[src/rtl/mexp_pkg.sv]
// Shared constants, types and arithmetic helpers for the modular exponentiation block.
package mexp_pkg;

   localparam int MOD_WIDTH = 32;
   localparam int CNT_WIDTH = $clog2(MOD_WIDTH);

   localparam logic CSR_MODULUS  = 1'b0;
   localparam logic CSR_EXPONENT = 1'b1;

   localparam logic [MOD_WIDTH-1:0] MODULUS_RESET  = MOD_WIDTH'(21);
   localparam logic [MOD_WIDTH-1:0] EXPONENT_RESET = MOD_WIDTH'(5);

   typedef struct packed {
      logic load;      // capture a new word and start the reduction
      logic red_step;  // one bit of the input reduction
      logic mm_load;   // start a modular multiply
      logic sel_base;  // multiply by the base instead of squaring
      logic mm_dbl;    // double the partial product
      logic mm_add;    // conditionally add the multiplicand
      logic mm_end;    // move the product into the accumulator
      logic exp_shift; // advance to the next exponent bit
      logic finish;    // load the result register
   } mexp_cmd_type;

   typedef struct packed {
      logic mod_small; // modulus below two
      logic exp_msb;   // exponent bit being processed
   } mexp_status_type;

   // (x + y) mod m for x, y < m.
   function automatic logic [MOD_WIDTH-1:0] add_mod(input logic [MOD_WIDTH-1:0] x,
                                                    input logic [MOD_WIDTH-1:0] y,
                                                    input logic [MOD_WIDTH-1:0] m);
      logic [MOD_WIDTH:0] s;
      s = {1'b0, x} + {1'b0, y};
      if (s >= {1'b0, m}) begin
         s = s - {1'b0, m};
      end
      return s[MOD_WIDTH-1:0];
   endfunction

endpackage

[src/rtl/modular_exponentiation.sv]
// Top level of the modular exponentiation block: controller plus datapath.
//
//   channel   ports                                        handshake
//   request   req_message_value                            start high while busy low
//   result    rsp_power_result                             rsp_valid, one cycle, no stall
//   config    csr_index, csr_write_data                    csr_write_enable
//
// A word is reduced below the modulus, then each exponent bit, top first, takes a
// squaring and, if set, a multiply by the base; a modulus below two goes straight to the result.
// The shift-and-add modular multiplier works one multiplier bit per double and add step.
// Reset is synchronous and active high; it restores modulus 21 and exponent 5.
// The result is shown for one cycle and the receiver cannot stall it.
module modular_exponentiation
   import mexp_pkg::*;
(
   input  logic                 clock,
   input  logic                 reset,
   input  logic                 start,
   output logic                 busy,
   input  logic [MOD_WIDTH-1:0] req_message_value,
   output logic                 rsp_valid,
   output logic [MOD_WIDTH-1:0] rsp_power_result,
   input  logic                 csr_write_enable,
   input  logic                 csr_index,
   input  logic [MOD_WIDTH-1:0] csr_write_data
);

   mexp_cmd_type    cmd;
   mexp_status_type status;

   mexp_ctrl u_ctrl (
      .clock     (clock),
      .reset     (reset),
      .start     (start),
      .busy      (busy),
      .rsp_valid (rsp_valid),
      .status    (status),
      .cmd       (cmd)
   );

   mexp_dp u_dp (
      .clock             (clock),
      .reset             (reset),
      .csr_write_enable  (csr_write_enable),
      .csr_index         (csr_index),
      .csr_write_data    (csr_write_data),
      .req_message_value (req_message_value),
      .cmd               (cmd),
      .status            (status),
      .rsp_power_result  (rsp_power_result)
   );

endmodule

[src/rtl/mexp_ctrl.sv]
// Sequencing state machine for the modular exponentiation block.
module mexp_ctrl
   import mexp_pkg::*;
(
   input  logic            clock,
   input  logic            reset,
   input  logic            start,
   output logic            busy,
   output logic            rsp_valid,
   input  mexp_status_type status,
   output mexp_cmd_type    cmd
);

   typedef enum logic [6:0] {
      ST_IDLE    = 7'b0000001,
      ST_REDUCE  = 7'b0000010,
      ST_MM_LOAD = 7'b0000100,
      ST_MM_DBL  = 7'b0001000,
      ST_MM_ADD  = 7'b0010000,
      ST_MM_END  = 7'b0100000,
      ST_FINISH  = 7'b1000000
   } state_type;

   localparam logic [CNT_WIDTH-1:0] CNT_LAST = CNT_WIDTH'(MOD_WIDTH - 1);

   state_type            state_ff, state_in;
   logic [CNT_WIDTH-1:0] cnt_ff, cnt_in;
   logic [CNT_WIDTH-1:0] ebit_ff, ebit_in;
   logic                 is_mul_ff, is_mul_in;
   logic                 valid_ff, valid_in;

   assign busy      = (state_ff != ST_IDLE);
   assign rsp_valid = valid_ff;

   always_comb begin
      state_in  = state_ff;
      cnt_in    = cnt_ff;
      ebit_in   = ebit_ff;
      is_mul_in = is_mul_ff;
      valid_in  = 1'b0;
      cmd       = '0;
      case (state_ff)
         ST_IDLE: begin
            if (start) begin
               cmd.load  = 1'b1;
               cnt_in    = '0;
               ebit_in   = '0;
               is_mul_in = 1'b0;
               state_in  = status.mod_small ? ST_FINISH : ST_REDUCE;
            end
         end
         ST_REDUCE: begin
            cmd.red_step = 1'b1;
            cnt_in       = cnt_ff + 1'b1;
            if (cnt_ff == CNT_LAST) begin
               state_in = ST_MM_LOAD;
            end
         end
         ST_MM_LOAD: begin
            cmd.mm_load  = 1'b1;
            cmd.sel_base = is_mul_ff;
            cnt_in       = '0;
            state_in     = ST_MM_DBL;
         end
         ST_MM_DBL: begin
            cmd.mm_dbl = 1'b1;
            state_in   = ST_MM_ADD;
         end
         ST_MM_ADD: begin
            cmd.mm_add = 1'b1;
            cnt_in     = cnt_ff + 1'b1;
            state_in   = (cnt_ff == CNT_LAST) ? ST_MM_END : ST_MM_DBL;
         end
         ST_MM_END: begin
            cmd.mm_end = 1'b1;
            // After squaring, a set exponent bit calls for one more multiply.
            if (!is_mul_ff && status.exp_msb) begin
               is_mul_in = 1'b1;
               state_in  = ST_MM_LOAD;
            end else begin
               cmd.exp_shift = 1'b1;
               is_mul_in     = 1'b0;
               ebit_in       = ebit_ff + 1'b1;
               state_in      = (ebit_ff == CNT_LAST) ? ST_FINISH : ST_MM_LOAD;
            end
         end
         ST_FINISH: begin
            cmd.finish = 1'b1;
            valid_in   = 1'b1;
            state_in   = ST_IDLE;
         end
         default: begin
            state_in = ST_IDLE;
         end
      endcase
   end

   always_ff @(posedge clock) begin
      if (reset) begin
         state_ff  <= ST_IDLE;
         valid_ff  <= 1'b0;
         cnt_ff    <= '0;
         ebit_ff   <= '0;
         is_mul_ff <= 1'b0;
      end else begin
         state_ff  <= state_in;
         valid_ff  <= valid_in;
         cnt_ff    <= cnt_in;
         ebit_ff   <= ebit_in;
         is_mul_ff <= is_mul_in;
      end
   end

`ifndef SYNTHESIS
   a_single_strobe: assert property (@(posedge clock) disable iff (reset)
      rsp_valid |=> !rsp_valid)
      else $error("result strobe held for more than one cycle");

   a_start_busy: assert property (@(posedge clock) disable iff (reset)
      (start && !busy) |=> busy)
      else $error("accepted word did not make the block busy");

   a_strobe_after_finish: assert property (@(posedge clock) disable iff (reset)
      (state_ff == ST_FINISH) |=> (rsp_valid && !busy))
      else $error("finish did not produce a result");
`endif

endmodule

[src/rtl/mexp_dp.sv]
// Datapath of the modular exponentiation block: registers, reduction and modular add.
module mexp_dp
   import mexp_pkg::*;
(
   input  logic                 clock,
   input  logic                 reset,
   input  logic                 csr_write_enable,
   input  logic                 csr_index,
   input  logic [MOD_WIDTH-1:0] csr_write_data,
   input  logic [MOD_WIDTH-1:0] req_message_value,
   input  mexp_cmd_type         cmd,
   output mexp_status_type      status,
   output logic [MOD_WIDTH-1:0] rsp_power_result
);

   logic [MOD_WIDTH-1:0] mod_ff, mod_in;
   logic [MOD_WIDTH-1:0] exp_ff, exp_in;
   logic [MOD_WIDTH-1:0] msg_ff, msg_in;
   logic [MOD_WIDTH-1:0] exps_ff, exps_in;
   logic [MOD_WIDTH-1:0] base_ff, base_in;
   logic [MOD_WIDTH-1:0] acc_ff, acc_in;
   logic [MOD_WIDTH-1:0] prod_ff, prod_in;
   logic [MOD_WIDTH-1:0] mult_ff, mult_in;
   logic [MOD_WIDTH-1:0] opa_ff, opa_in;
   logic [MOD_WIDTH-1:0] res_ff, res_in;
   logic [MOD_WIDTH:0]   red_sum;

   assign status.mod_small = (mod_ff < MOD_WIDTH'(2));
   assign status.exp_msb   = exps_ff[MOD_WIDTH-1];
   assign rsp_power_result = res_ff;

   // Remainder shifted by one input bit stays below twice the modulus.
   assign red_sum = {base_ff, msg_ff[MOD_WIDTH-1]};

   always_comb begin
      mod_in  = mod_ff;
      exp_in  = exp_ff;
      msg_in  = msg_ff;
      exps_in = exps_ff;
      base_in = base_ff;
      acc_in  = acc_ff;
      prod_in = prod_ff;
      mult_in = mult_ff;
      opa_in  = opa_ff;
      res_in  = res_ff;

      if (csr_write_enable) begin
         case (csr_index)
            CSR_MODULUS:  mod_in = csr_write_data;
            CSR_EXPONENT: exp_in = csr_write_data;
            default: ;
         endcase
      end

      if (cmd.load) begin
         msg_in  = req_message_value;
         exps_in = exp_ff;
         base_in = '0;
         acc_in  = status.mod_small ? '0 : MOD_WIDTH'(1);
      end
      if (cmd.red_step) begin
         msg_in = {msg_ff[MOD_WIDTH-2:0], 1'b0};
         if (red_sum >= {1'b0, mod_ff}) begin
            base_in = red_sum[MOD_WIDTH-1:0] - mod_ff;
         end else begin
            base_in = red_sum[MOD_WIDTH-1:0];
         end
      end
      if (cmd.mm_load) begin
         prod_in = '0;
         mult_in = acc_ff;
         opa_in  = cmd.sel_base ? base_ff : acc_ff;
      end
      if (cmd.mm_dbl) begin
         prod_in = add_mod(prod_ff, prod_ff, mod_ff);
      end
      if (cmd.mm_add) begin
         if (mult_ff[MOD_WIDTH-1]) begin
            prod_in = add_mod(prod_ff, opa_ff, mod_ff);
         end
         mult_in = {mult_ff[MOD_WIDTH-2:0], 1'b0};
      end
      if (cmd.mm_end) begin
         acc_in = prod_ff;
      end
      if (cmd.exp_shift) begin
         exps_in = {exps_ff[MOD_WIDTH-2:0], 1'b0};
      end
      if (cmd.finish) begin
         res_in = acc_ff;
      end
   end

   always_ff @(posedge clock) begin
      if (reset) begin
         mod_ff <= MODULUS_RESET;
         exp_ff <= EXPONENT_RESET;
      end else begin
         mod_ff <= mod_in;
         exp_ff <= exp_in;
      end
   end

   always_ff @(posedge clock) begin
      msg_ff  <= msg_in;
      exps_ff <= exps_in;
      base_ff <= base_in;
      acc_ff  <= acc_in;
      prod_ff <= prod_in;
      mult_ff <= mult_in;
      opa_ff  <= opa_in;
      res_ff  <= res_in;
   end

`ifndef SYNTHESIS
   a_operands_reduced: assert property (@(posedge clock) disable iff (reset)
      cmd.mm_load |-> (acc_ff < mod_ff) && (base_ff < mod_ff))
      else $error("multiply operand not below the modulus");

   a_product_reduced: assert property (@(posedge clock) disable iff (reset)
      cmd.mm_dbl |-> (prod_ff < mod_ff) && (opa_ff < mod_ff))
      else $error("partial product not below the modulus");

   a_result_reduced: assert property (@(posedge clock) disable iff (reset)
      (cmd.finish && !status.mod_small) |-> (acc_ff < mod_ff))
      else $error("result not below the modulus");
`endif

endmodule
[config.mk]
export PLATFORM = sky130hd
export DESIGN_NAME = modular_exponentiation
export DESIGN_NICKNAME = d
export VERILOG_FILES = /design/src/rtl/mexp_pkg.sv /design/src/rtl/modular_exponentiation.sv /design/src/rtl/mexp_ctrl.sv /design/src/rtl/mexp_dp.sv
export SDC_FILE = /design/constraint.sdc
export NUM_CORES = 1
export LEC_CHECK = 0
export ABC_AREA = 1
export BUFFER_PORTS_ARGS = -buffer_cell sky130_fd_sc_hd__buf_2
export CAP_MARGIN = 20
export CORE_AREA = 2 2 290 292
export DETAILED_ROUTE_END_ITERATION = 16
export DIE_AREA = 0 0 292 294
export GPL_TIMING_DRIVEN = 0
export REMOVE_ABC_BUFFERS = 1
export SLEW_MARGIN = 40
export SYNTH_ARGS = -nofsm -noshare
export SYNTH_HDL_FRONTEND = slang
export SYNTH_HIERARCHICAL = 1
export SYNTH_SLANG_ARGS = --single-unit
export TNS_END_PERCENT = 10
[constraint.sdc]
create_clock -name clock -period 5.6 [get_ports clock]
set_clock_uncertainty 0.1 [all_clocks]
set_input_delay 1.12 -clock clock [delete_from_list [all_inputs] [get_ports clock]]
set_output_delay 1.12 -clock clock [all_outputs]
set_load 0.005 [all_outputs]
# Word-level counts from Yosys, hierarchy flattened
# Cells that the tools add are included.
[totals]
output_inout_bits = 34
regBits = 339
[op_classes]
n_lt_le_gt_ge = 4
mux = 42
n_eq_ne = 13
add_sub_neg = 7
n_bitwise = 1
n_reduce_logical = 15
[op_table]
columns = ["cell", "count"]
rows = [
  ["32-bit 2-to-1 mux", 18],
  ["33-bit by 32-bit greater-or-equal comparator with 1-bit output", 3],
  ["32-bit subtractor", 3],
  ["32-bit by 32-bit adder with 33-bit output", 2],
  ["7-bit one-hot mux with 6 select lines", 1],
  ["7-bit 2-to-1 mux", 5],
  ["32-bit by 2-bit < comparator with 1-bit output (second input constant)", 1],
  ["5-bit one-hot mux with 3 select lines", 1],
  ["5-bit by 1-bit adder with 5-bit output (second input constant)", 2],
  ["5-bit equality test (second input constant)", 2],
  ["1-bit 2-to-1 mux", 10],
  ["5-bit 2-to-1 mux", 2],
  ["5-bit one-hot mux with 2 select lines", 1],
  ["2-bit AND reduction", 5],
  ["2-bit nonzero test", 5],
  ["7-bit by 1-bit equality test with 1-bit output (second input constant)", 1],
  ["7-bit by 2-bit equality test with 1-bit output (second input constant)", 1],
  ["7-bit by 3-bit equality test with 1-bit output (second input constant)", 1],
  ["7-bit by 4-bit equality test with 1-bit output (second input constant)", 1],
  ["7-bit by 5-bit equality test with 1-bit output (second input constant)", 1],
  ["7-bit by 6-bit equality test with 1-bit output (second input constant)", 1],
  ["7-bit equality test (second input constant)", 1],
  ["7-bit by 1-bit inequality test with 1-bit output (second input constant)", 1],
  ["6-bit 2-to-1 mux", 1],
  ["other kinds (10)", 12],
]

# Longest topological paths before layout
# Gate-level depths: netlist of the first run.
[depth]
ltp_word = 6
ltp_mapped = 28
depth_no_buf = 27

# By module
# Netlist of the first run, hierarchy kept.
[by_module_without_submodules]
columns = ["mod", "area_each_um2", "n_inst", "seq_area_each_um2", "cells_per_inst"]
rows = [
  ["mexp_dp", 23628.9, 1, 8618.3, 3477],
  ["mexp_ctrl", 1014.7, 1, 380.4, 135],
]

# Worst setup path after synthesis of the first run
# OpenSTA, ideal clock, no wires.
[synth_timing]
path_type = "input -> register"
startpoint = "input port start"
endpoint = "register u_dp.base_ff[0], enable pin"
t_required_ps = 5078
path_stages = 5
setup_ps = 422
path_slack_ps = 1952
t_arrival_ps = 3126
path_cell_list = "nand3_2 > inv_1 > clkbuf_1 > inv_1 > nand2_1"
[synth_lines]
columns = ["element", "line", "source"]
rows = [
  ["from (decl)", "modular_exponentiation.sv:18", "input logic start,"],
  ["to (signal assigned)", "mexp_dp.sv:107", "base_ff <= base_in;"],
  ["to (decl)", "mexp_dp.sv:20", "logic [MOD_WIDTH-1:0] base_ff, base_in;"],
]

# Worst setup path in the final report of the first run
[layout_timing]
startpoint = "register u_dp.prod_ff[0]"
endpoint = "register u_dp.prod_ff[15]"
[layout_via]
elab_chain_cells = 6
word_cells_on_any_way = 11
cone_classes = "add/sub (4); order compare (2); mux (5)"
[layout_lines]
columns = ["element", "line", "source"]
rows = [
  ["from (decl)", "mexp_dp.sv:22", "logic [MOD_WIDTH-1:0] prod_ff, prod_in;"],
  ["from (signal assigned)", "mexp_dp.sv:109", "prod_ff <= prod_in;"],
  ["32-bit by 32-bit adder with 33-bit output", "mexp_pkg.sv:35", "s = {1'b0, x} + {1'b0, y};"],
  ["32-bit subtractor or 33-bit by 32-bit greater-or-equal comparator with 1-bit output (tied branches)", "mexp_pkg.sv:37, mexp_pkg.sv:36", ""],
  ["32-bit 2-to-1 mux", "mexp_pkg.sv:36", "if (s >= {1'b0, m}) begin"],
  ["32-bit 2-to-1 mux", "mexp_dp.sv:74", "if (cmd.mm_dbl) begin"],
  ["32-bit 2-to-1 mux", "mexp_dp.sv:78", "if (mult_ff[MOD_WIDTH-1]) begin"],
  ["32-bit 2-to-1 mux *", "mexp_dp.sv:77", "if (cmd.mm_add) begin"],
  ["via u_dp.prod_in[15]", "mexp_dp.sv:22", ""],
]
# Mark *: on every way through the listed nets, which the timed path passes. The rest lies on a longest branch.
# A chain may end at the register's enable or synchronous reset.

==> results of run 1 <==
## metrics by stage
stage          std cells  setup TNS, ns  instance area [um2]  setup slack [ns]
4_1_cts             4792              0                27800             0.695
5_1_grt             4793              0                27800             0.273
3_5_place_dp        4718              0                26500             0.715
2_1_floorplan       3512              0                24100              1.18
3_3_place_gp        4694         -74.46                25900            -0.830
6_report            4796              0                27800             0.553
## cell usage after synthesis, drive strengths merged (4+ instances only)
cell type	instances
or2	8
nand3	299
nor2	334
a21oi	166
ha	132
a21boi	7
buf	43
fa	4
a31oi	4
nand4	32
o211ai	4
dfxtp	118
o21bai	19
o21ai	153
inv	598
edfxtp	221
xnor2	16
nand2	1263
nand3b	26
clkbuf	56
and2	8
nor3	30
nor4	8
xor2	47
## cells in the final DEF, fill, tap and decap left out, types with 5 or more instances in the layout
master / instances
clkbuf_16: 40
nor2_2: 11
buf_2: 104
clkinv_2: 10
dfxtp_1: 118
nor2_1: 309
buf_16: 12
a21oi_1: 159
nand2_1: 1213
nor3_2: 5
nand3_1: 279
nand3b_1: 26
clkinv_1: 11
and2_1: 7
edfxtp_1: 221
a21boi_0: 5
a21oi_2: 6
o21bai_1: 19
ha_1: 132
clkbuf_1: 7
nor3_1: 25
nor4_1: 7
inv_2: 20
nand4_1: 32
inv_1: 575
o21ai_0: 147
xnor2_1: 16
nor2_4: 14
nand2_2: 45
xor2_1: 47
nand3_2: 19
## where the power goes
group	switching (mW)	total, mW	internal, mW
clock	1.15	2.58	1.43
sequential	0.0788	2.91	2.83
combinational	0.913	1.33	0.415
## logic make-up after synthesis
family / after synthesis
adder cells (fa/ha/maj): 136
flip-flops: 339
AO/OA/AOI/OAI: 362
XOR/XNOR: 63
buffers and inverters: 701
AND/OR/NAND/NOR: 2011
## layout make-up
cell class / instances / area, um2 / share of cell area
timing repair buffer: 126 / 993 / 0.0358
sequential: 339 / 9000 / 0.324
antenna: 4 / 10.0 / 0.000360
inverter: 601 / 2260 / 0.0815
clock buffer: 47 / 1030 / 0.0370
tap: 1080 / 1350 / 0.0487
clock inverter: 27 / 248 / 0.00892
multi-input combinational: 2572 / 12900 / 0.464
## routing by layer
| layer | share of wire | vias to the layer above | global-route usage |
|---|---|---|---|
| li1 | - | 11600 | - |
| met1 | 0.43 | 10400 | 0.245 |
| met2 | 0.46 | 681 | 0.321 |
| met3 | 0.061 | 138 | 0.0260 |
| met4 | 0.047 | 6 | 0.0899 |
| met5 | 0.00050 | - | 0 |
## flip-flops by register name, summed over array words and instances (netlist names)
signal	flops
u_dp/mult_ff	32
u_ctrl/cnt_ff	5
u_ctrl/is_mul_ff	1
u_ctrl/state_ff	7
u_ctrl/ebit_ff	5
u_dp/msg_ff	32
u_dp/mod_ff	32
u_ctrl/rsp_valid	1
u_dp/base_ff	32
u_dp/acc_ff	32
u_dp/opa_ff	32
u_dp/prod_ff	32
u_dp/exp_ff	32
u_dp/exps_ff	32
u_dp/rsp_power_result	32
## how the worst max path moves through the flow
stage	start	end
2_1_floorplan	start	u_dp/base_ff[0]
3_3_place_gp	start	u_dp/base_ff[21]
3_5_place_dp	u_dp/prod_ff[0]	u_dp/prod_ff[24]
4_1_cts	u_dp/prod_ff[0]	u_dp/prod_ff[24]
5_1_grt	u_dp/prod_ff[0]	u_dp/prod_ff[26]
6_report	u_dp/prod_ff[0]	u_dp/prod_ff[15]
==> impl_metrics.yaml, run 1 <==
clocking:
  path_clk_slew_ns: 0.06
  postCtsHoldBufs: 0
  clkSinkCount: 339
  htreeDepth: 2
  cts_tree: "yes"
  cts_buffers: 40
  postCtsResizedCells: 0
  cts_max_path_buffers: 3
  cts_setup_buffers: 0
  root_buffer: "clkbuf_16"
  clk_latency_ns: 0.59
synthesis:
  synth.area.mux_share: 0
  synth_seq_cells: 339
  yosys-top-cells-area: "edfxtp_1, nand2_1, dfxtp_1, inv_1, ha_1"
  async_flop_share: 0
  netlist.area_leader.share: 0.269
  ys.flop_type: "edfxtp_1"
  synth_compound_area_frac: 0.0794
  synth-edff-count: 221
  synth_fa_ha_area_frac: 0.0703
  yosysTopAreaCell: "edfxtp_1"
  avgSynthCellArea_um2: 6.82
  synth_xor_area_frac: 0.0224
  synthSimpleGateAreaFrac: 0.348
  yosysWarnings: 6
  synth_top_family_by_area: "simple AND/OR/NAND/NOR gates"
  yosysUniqueCellTypes: 52
  syn_inst: 3612
  netlist_area_um2: 24600
  ys_seq_area_frac: 0.365
critical_path:
  crit_fanout: 32
  crit_cells: 23
  crit_path_end_kind: "flop"
  required_ns: 5.98
  slowest_stage: "fa_1"
  cp.buffers_inverters: 1
  worstSetupStartpointType: "flop"
  worst_r2r_endpoint: "u_dp/prod_ff[15]"
  reg2reg_from: "u_dp/prod_ff[0]"
  critical_path.max_stage_delay_ns: 0.55
  crit_path_frequent_cell: "nand2_1"
  path_class: "flop to flop"
  reg2reg_slack_ns: 0.55
  arrival_ns: 5.42
  crit_chain: "ha_1 > fa_1 > nand3_1 > nand3_1 > nand2_1 > nand2_1 > nand2_1 > nand2_1 > nand2_1 > nand2_1 > nand2_1 > nand2_1 > ha_1 > a21oi_1 > nand2_1 > a21boi_1 > nand2_1 > a21oi_2 > nand3_2 > nand2_1 > nand3_1 > nand2_1 > inv_1"
  reg2regPathDepth: 23
  crit_family: "simple AND/OR/NAND/NOR gates"
hold_path:
  min_from: "u_dp/acc_ff[26]"
  worstHoldEndpoint: "u_dp/rsp_power_result[26]"
  hold_depth: 0
  hold_class: "flop to flop"
routing:
  drt-pass1-iter-count: 5
  totalWireLength_um: 83200
  viasPerCell: 4.77
  wire_per_inst_um: 17.3
  via_count: 22900
  ant_nets: 0
  drtIter0Drc: 1929
  drc: 0
place:
  hpwl_um: 64800
  gp_congestion: 0.977
  io_buffers: 102
power:
  p_leak_nw: 13.8
  power_density_nw_per_um2: 245
  power_mw: 6.82
  max-vdd-ir-drop_mv: 0.183
floorplanning:
  rows: 106
  initial_core_util: 0.297
  io_pins: 103
  core_area_um2: 82900
  design.die.area_um2: 85800
  die_x_um: 292
  die_h_um: 294
layout:
  final_nets: 3885
  drive_above_1_share: 0.0870
  utilization: 0.335
  n_fill_cell: 8896
  synthToLayoutAreaGrowth_pct: 12.7
timing:
  tightest_slew_ns: 0.797
  fin_hold_ws_ns: 0.350
  hold_violations: 0
  slew_headroom: 0.467
  period_needed_ns: 5.05
  rsz0062_at_grt: "false"
  max_freq_mhz: 198
  setup_violations: 0
  fin_crit_sh: 0.901
  slew_viol_final: 0
global_routing:
  grt-ovfl-total: 0
  grt_usage: 0.192
  grt_pass1_wl_um: 127000
  grt_start_max_net_pins: 65
  antenna_found_initial: 6
  grt_pass1_vias: 21400
run_status:
  status: "finished, final reports clean"
flow_run:
  maxCapViolCount: 0
Power figures use the tool's default switching activity.
==> inputs of run 2 (changes only) <==
CORE_AREA = 2 2 206 208   (was 2 2 290 292)
DIE_AREA = 0 0 208 210   (was 0 0 292 294)
PLACE_DENSITY = 0.77   (was not set)
==> run 2 against run 1 <==
Register-to-register slack barely moved. Routed wire length is 6.1% lower. Global-route usage is 17 points higher. Combinational power is essentially flat. Sequential power about the same. Die area decreased by 49%. Fmax fell by 0.21%. Utilization rose by 31 points. Total power fell by 2.5%.
==> impl_metrics.yaml, run 2 (synthesized netlist as in run 1, its figures left out) <==
run_status:
  status: "finished, final reports clean"
critical_path:
  crit_path_end_kind: "flop"
  path_class: "flop to flop"
  worstSetupStartpointType: "flop"
  slowest_stage: "nand3_2"
  reg2reg_slack_ns: 0.54
  critical_path.max_stage_delay_ns: 0.66
  arrival_ns: 5.42
  crit_path_frequent_cell: "nand2_1"
  reg2regPathDepth: 25
  crit_fanout: 32
  reg2reg_from: "u_dp/prod_ff[0]"
  required_ns: 5.96
  worst_r2r_endpoint: "u_dp/prod_ff[23]"
clocking:
  clk_latency_ns: 0.56
  htreeDepth: 2
  clkSinkCount: 339
  path_clk_slew_ns: 0.06
  postCtsHoldBufs: 0
  root_buffer: "clkbuf_16"
  cts_buffers: 37
  postCtsResizedCells: 0
  cts_tree: "yes"
  cts_setup_buffers: 0
  cts_max_path_buffers: 3
layout:
  layout_common_cells: "nand2_1, inv_1, nor2_1"
  mostFrequentLayoutCell: "nand2_1"
  synthToLayoutAreaGrowth_pct: 9.37
  n_fill_cell: 3871
  final_nets: 3881
  drive_above_1_share: 0.0859
  utilization: 0.650
power:
  max-vdd-ir-drop_mv: 0.283
  power_mw: 6.65
  p_leak_nw: 13.7
  power_density_nw_per_um2: 247
floorplanning:
  core_area_um2: 41500
  initial_core_util: 0.594
  io_pins: 103
  die_h_um: 210
  die_x_um: 208
  design.die.area_um2: 43700
  rows: 75
place:
  gp_congestion: 0.978
  io_buffers: 102
  hpwl_um: 60300
timing:
  tightest_slew_ns: 0.830
  fin_crit_sh: 0.903
  slew_headroom: 0.446
  period_needed_ns: 5.06
  slew_viol_final: 0
  hold_violations: 0
  max_freq_mhz: 198
  setup_violations: 0
  rsz0062_at_grt: "false"
  timing.setup.tns_ns: 0
routing:
  viasPerCell: 5.48
  drt-pass1-iter-count: 6
  wire_per_inst_um: 18.4
  drtIter0Drc: 2332
  totalWireLength_um: 78100
  ant_nets: 0
  drc: 0
  via_count: 23300
hold_path:
  hold_class: "flop to flop"
  hold_depth: 0
  worstHoldEndpoint: "u_dp/rsp_power_result[9]"
  min_from: "u_dp/acc_ff[9]"
global_routing:
  grt_start_max_net_pins: 65
  antenna_found_initial: 3
  grt_pass1_vias: 22000
  grt_usage: 0.358
  grt_pass1_wl_um: 121000
  grt-ovfl-total: 0
flow_run:
  maxCapViolCount: 0
run 2: changes by cell type in the layout (fill, tap and decap cells not counted), moves of 3 or more:
cell	before	now
clkbuf_8	0	3
buf_16	12	9
diode_2	4	1
clkinv_2	10	5
clkbuf_1	7	3
run 2: final cells by class:
class | count | area [um2] | share of cell area
sequential | 339 | 9000 | 0.334
timing repair buffer | 125 | 941 | 0.0349
clock buffer | 44 | 1000 | 0.0372
antenna | 1 | 2.50 | 0.0000928
tap | 539 | 674 | 0.0250
multi-input combinational | 2572 | 12900 | 0.478
clock inverter | 22 | 194 | 0.00720
inverter | 601 | 2260 | 0.0840
run 2: worst max path at each step:
stage | from | end
after floorplan | start | u_dp/base_ff[0]
after global placement | start | u_dp/base_ff[29]
after detailed placement | u_dp/prod_ff[0] | u_dp/prod_ff[28]
after CTS | u_dp/prod_ff[0] | u_dp/prod_ff[27]
after global routing | u_dp/prod_ff[0] | u_dp/prod_ff[27]
final | u_dp/prod_ff[0] | u_dp/prod_ff[23]
run 2: through the flow:
stage / hold WS (ns) / cell area (um2) / cells / setup WS [ns]
after floorplan: 0.326 / 24100 / 3512 / 1.18
after global routing: 0.357 / 26900 / 4242 / 0.239
final: 0.345 / 27000 / 4243 / 0.543
after global placement: 0.329 / 25300 / 4153 / -0.862
after detailed placement: 0.333 / 25700 / 4174 / 0.660
after CTS: 0.346 / 26900 / 4240 / 0.642
run 2: per-layer routing:
metal  vias to the layer above  track usage  routed length, um  part of all wire
met4                         2        0.185               4430             0.057
met3                       186       0.0705               6900             0.088
met2                       945        0.561              34200              0.44
li1                      11600            -                  -                 -
met5                         -            0                  9           0.00012
met1                     10600        0.472              32600              0.42
run 2: where the power goes:
| part | switching, mW | internal [mW] | leakage (nW) |
|---|---|---|---|
| sequential | 0.0772 | 2.83 | 3.08 |
| clock | 1.04 | 1.38 | 0.573 |
| combinational | 0.903 | 0.415 | 10.1 |
| total | 2.02 | 4.62 | 13.7 |
run 2: worst max-delay path: cells and delay by family, from the launching register on:
kind	cells	cell delay, ns
fa+ha+maj	3	1.28
simple gates	18	2.71
flops	1	0.37
buf+inv	2	0.11
compound gates	2	0.36
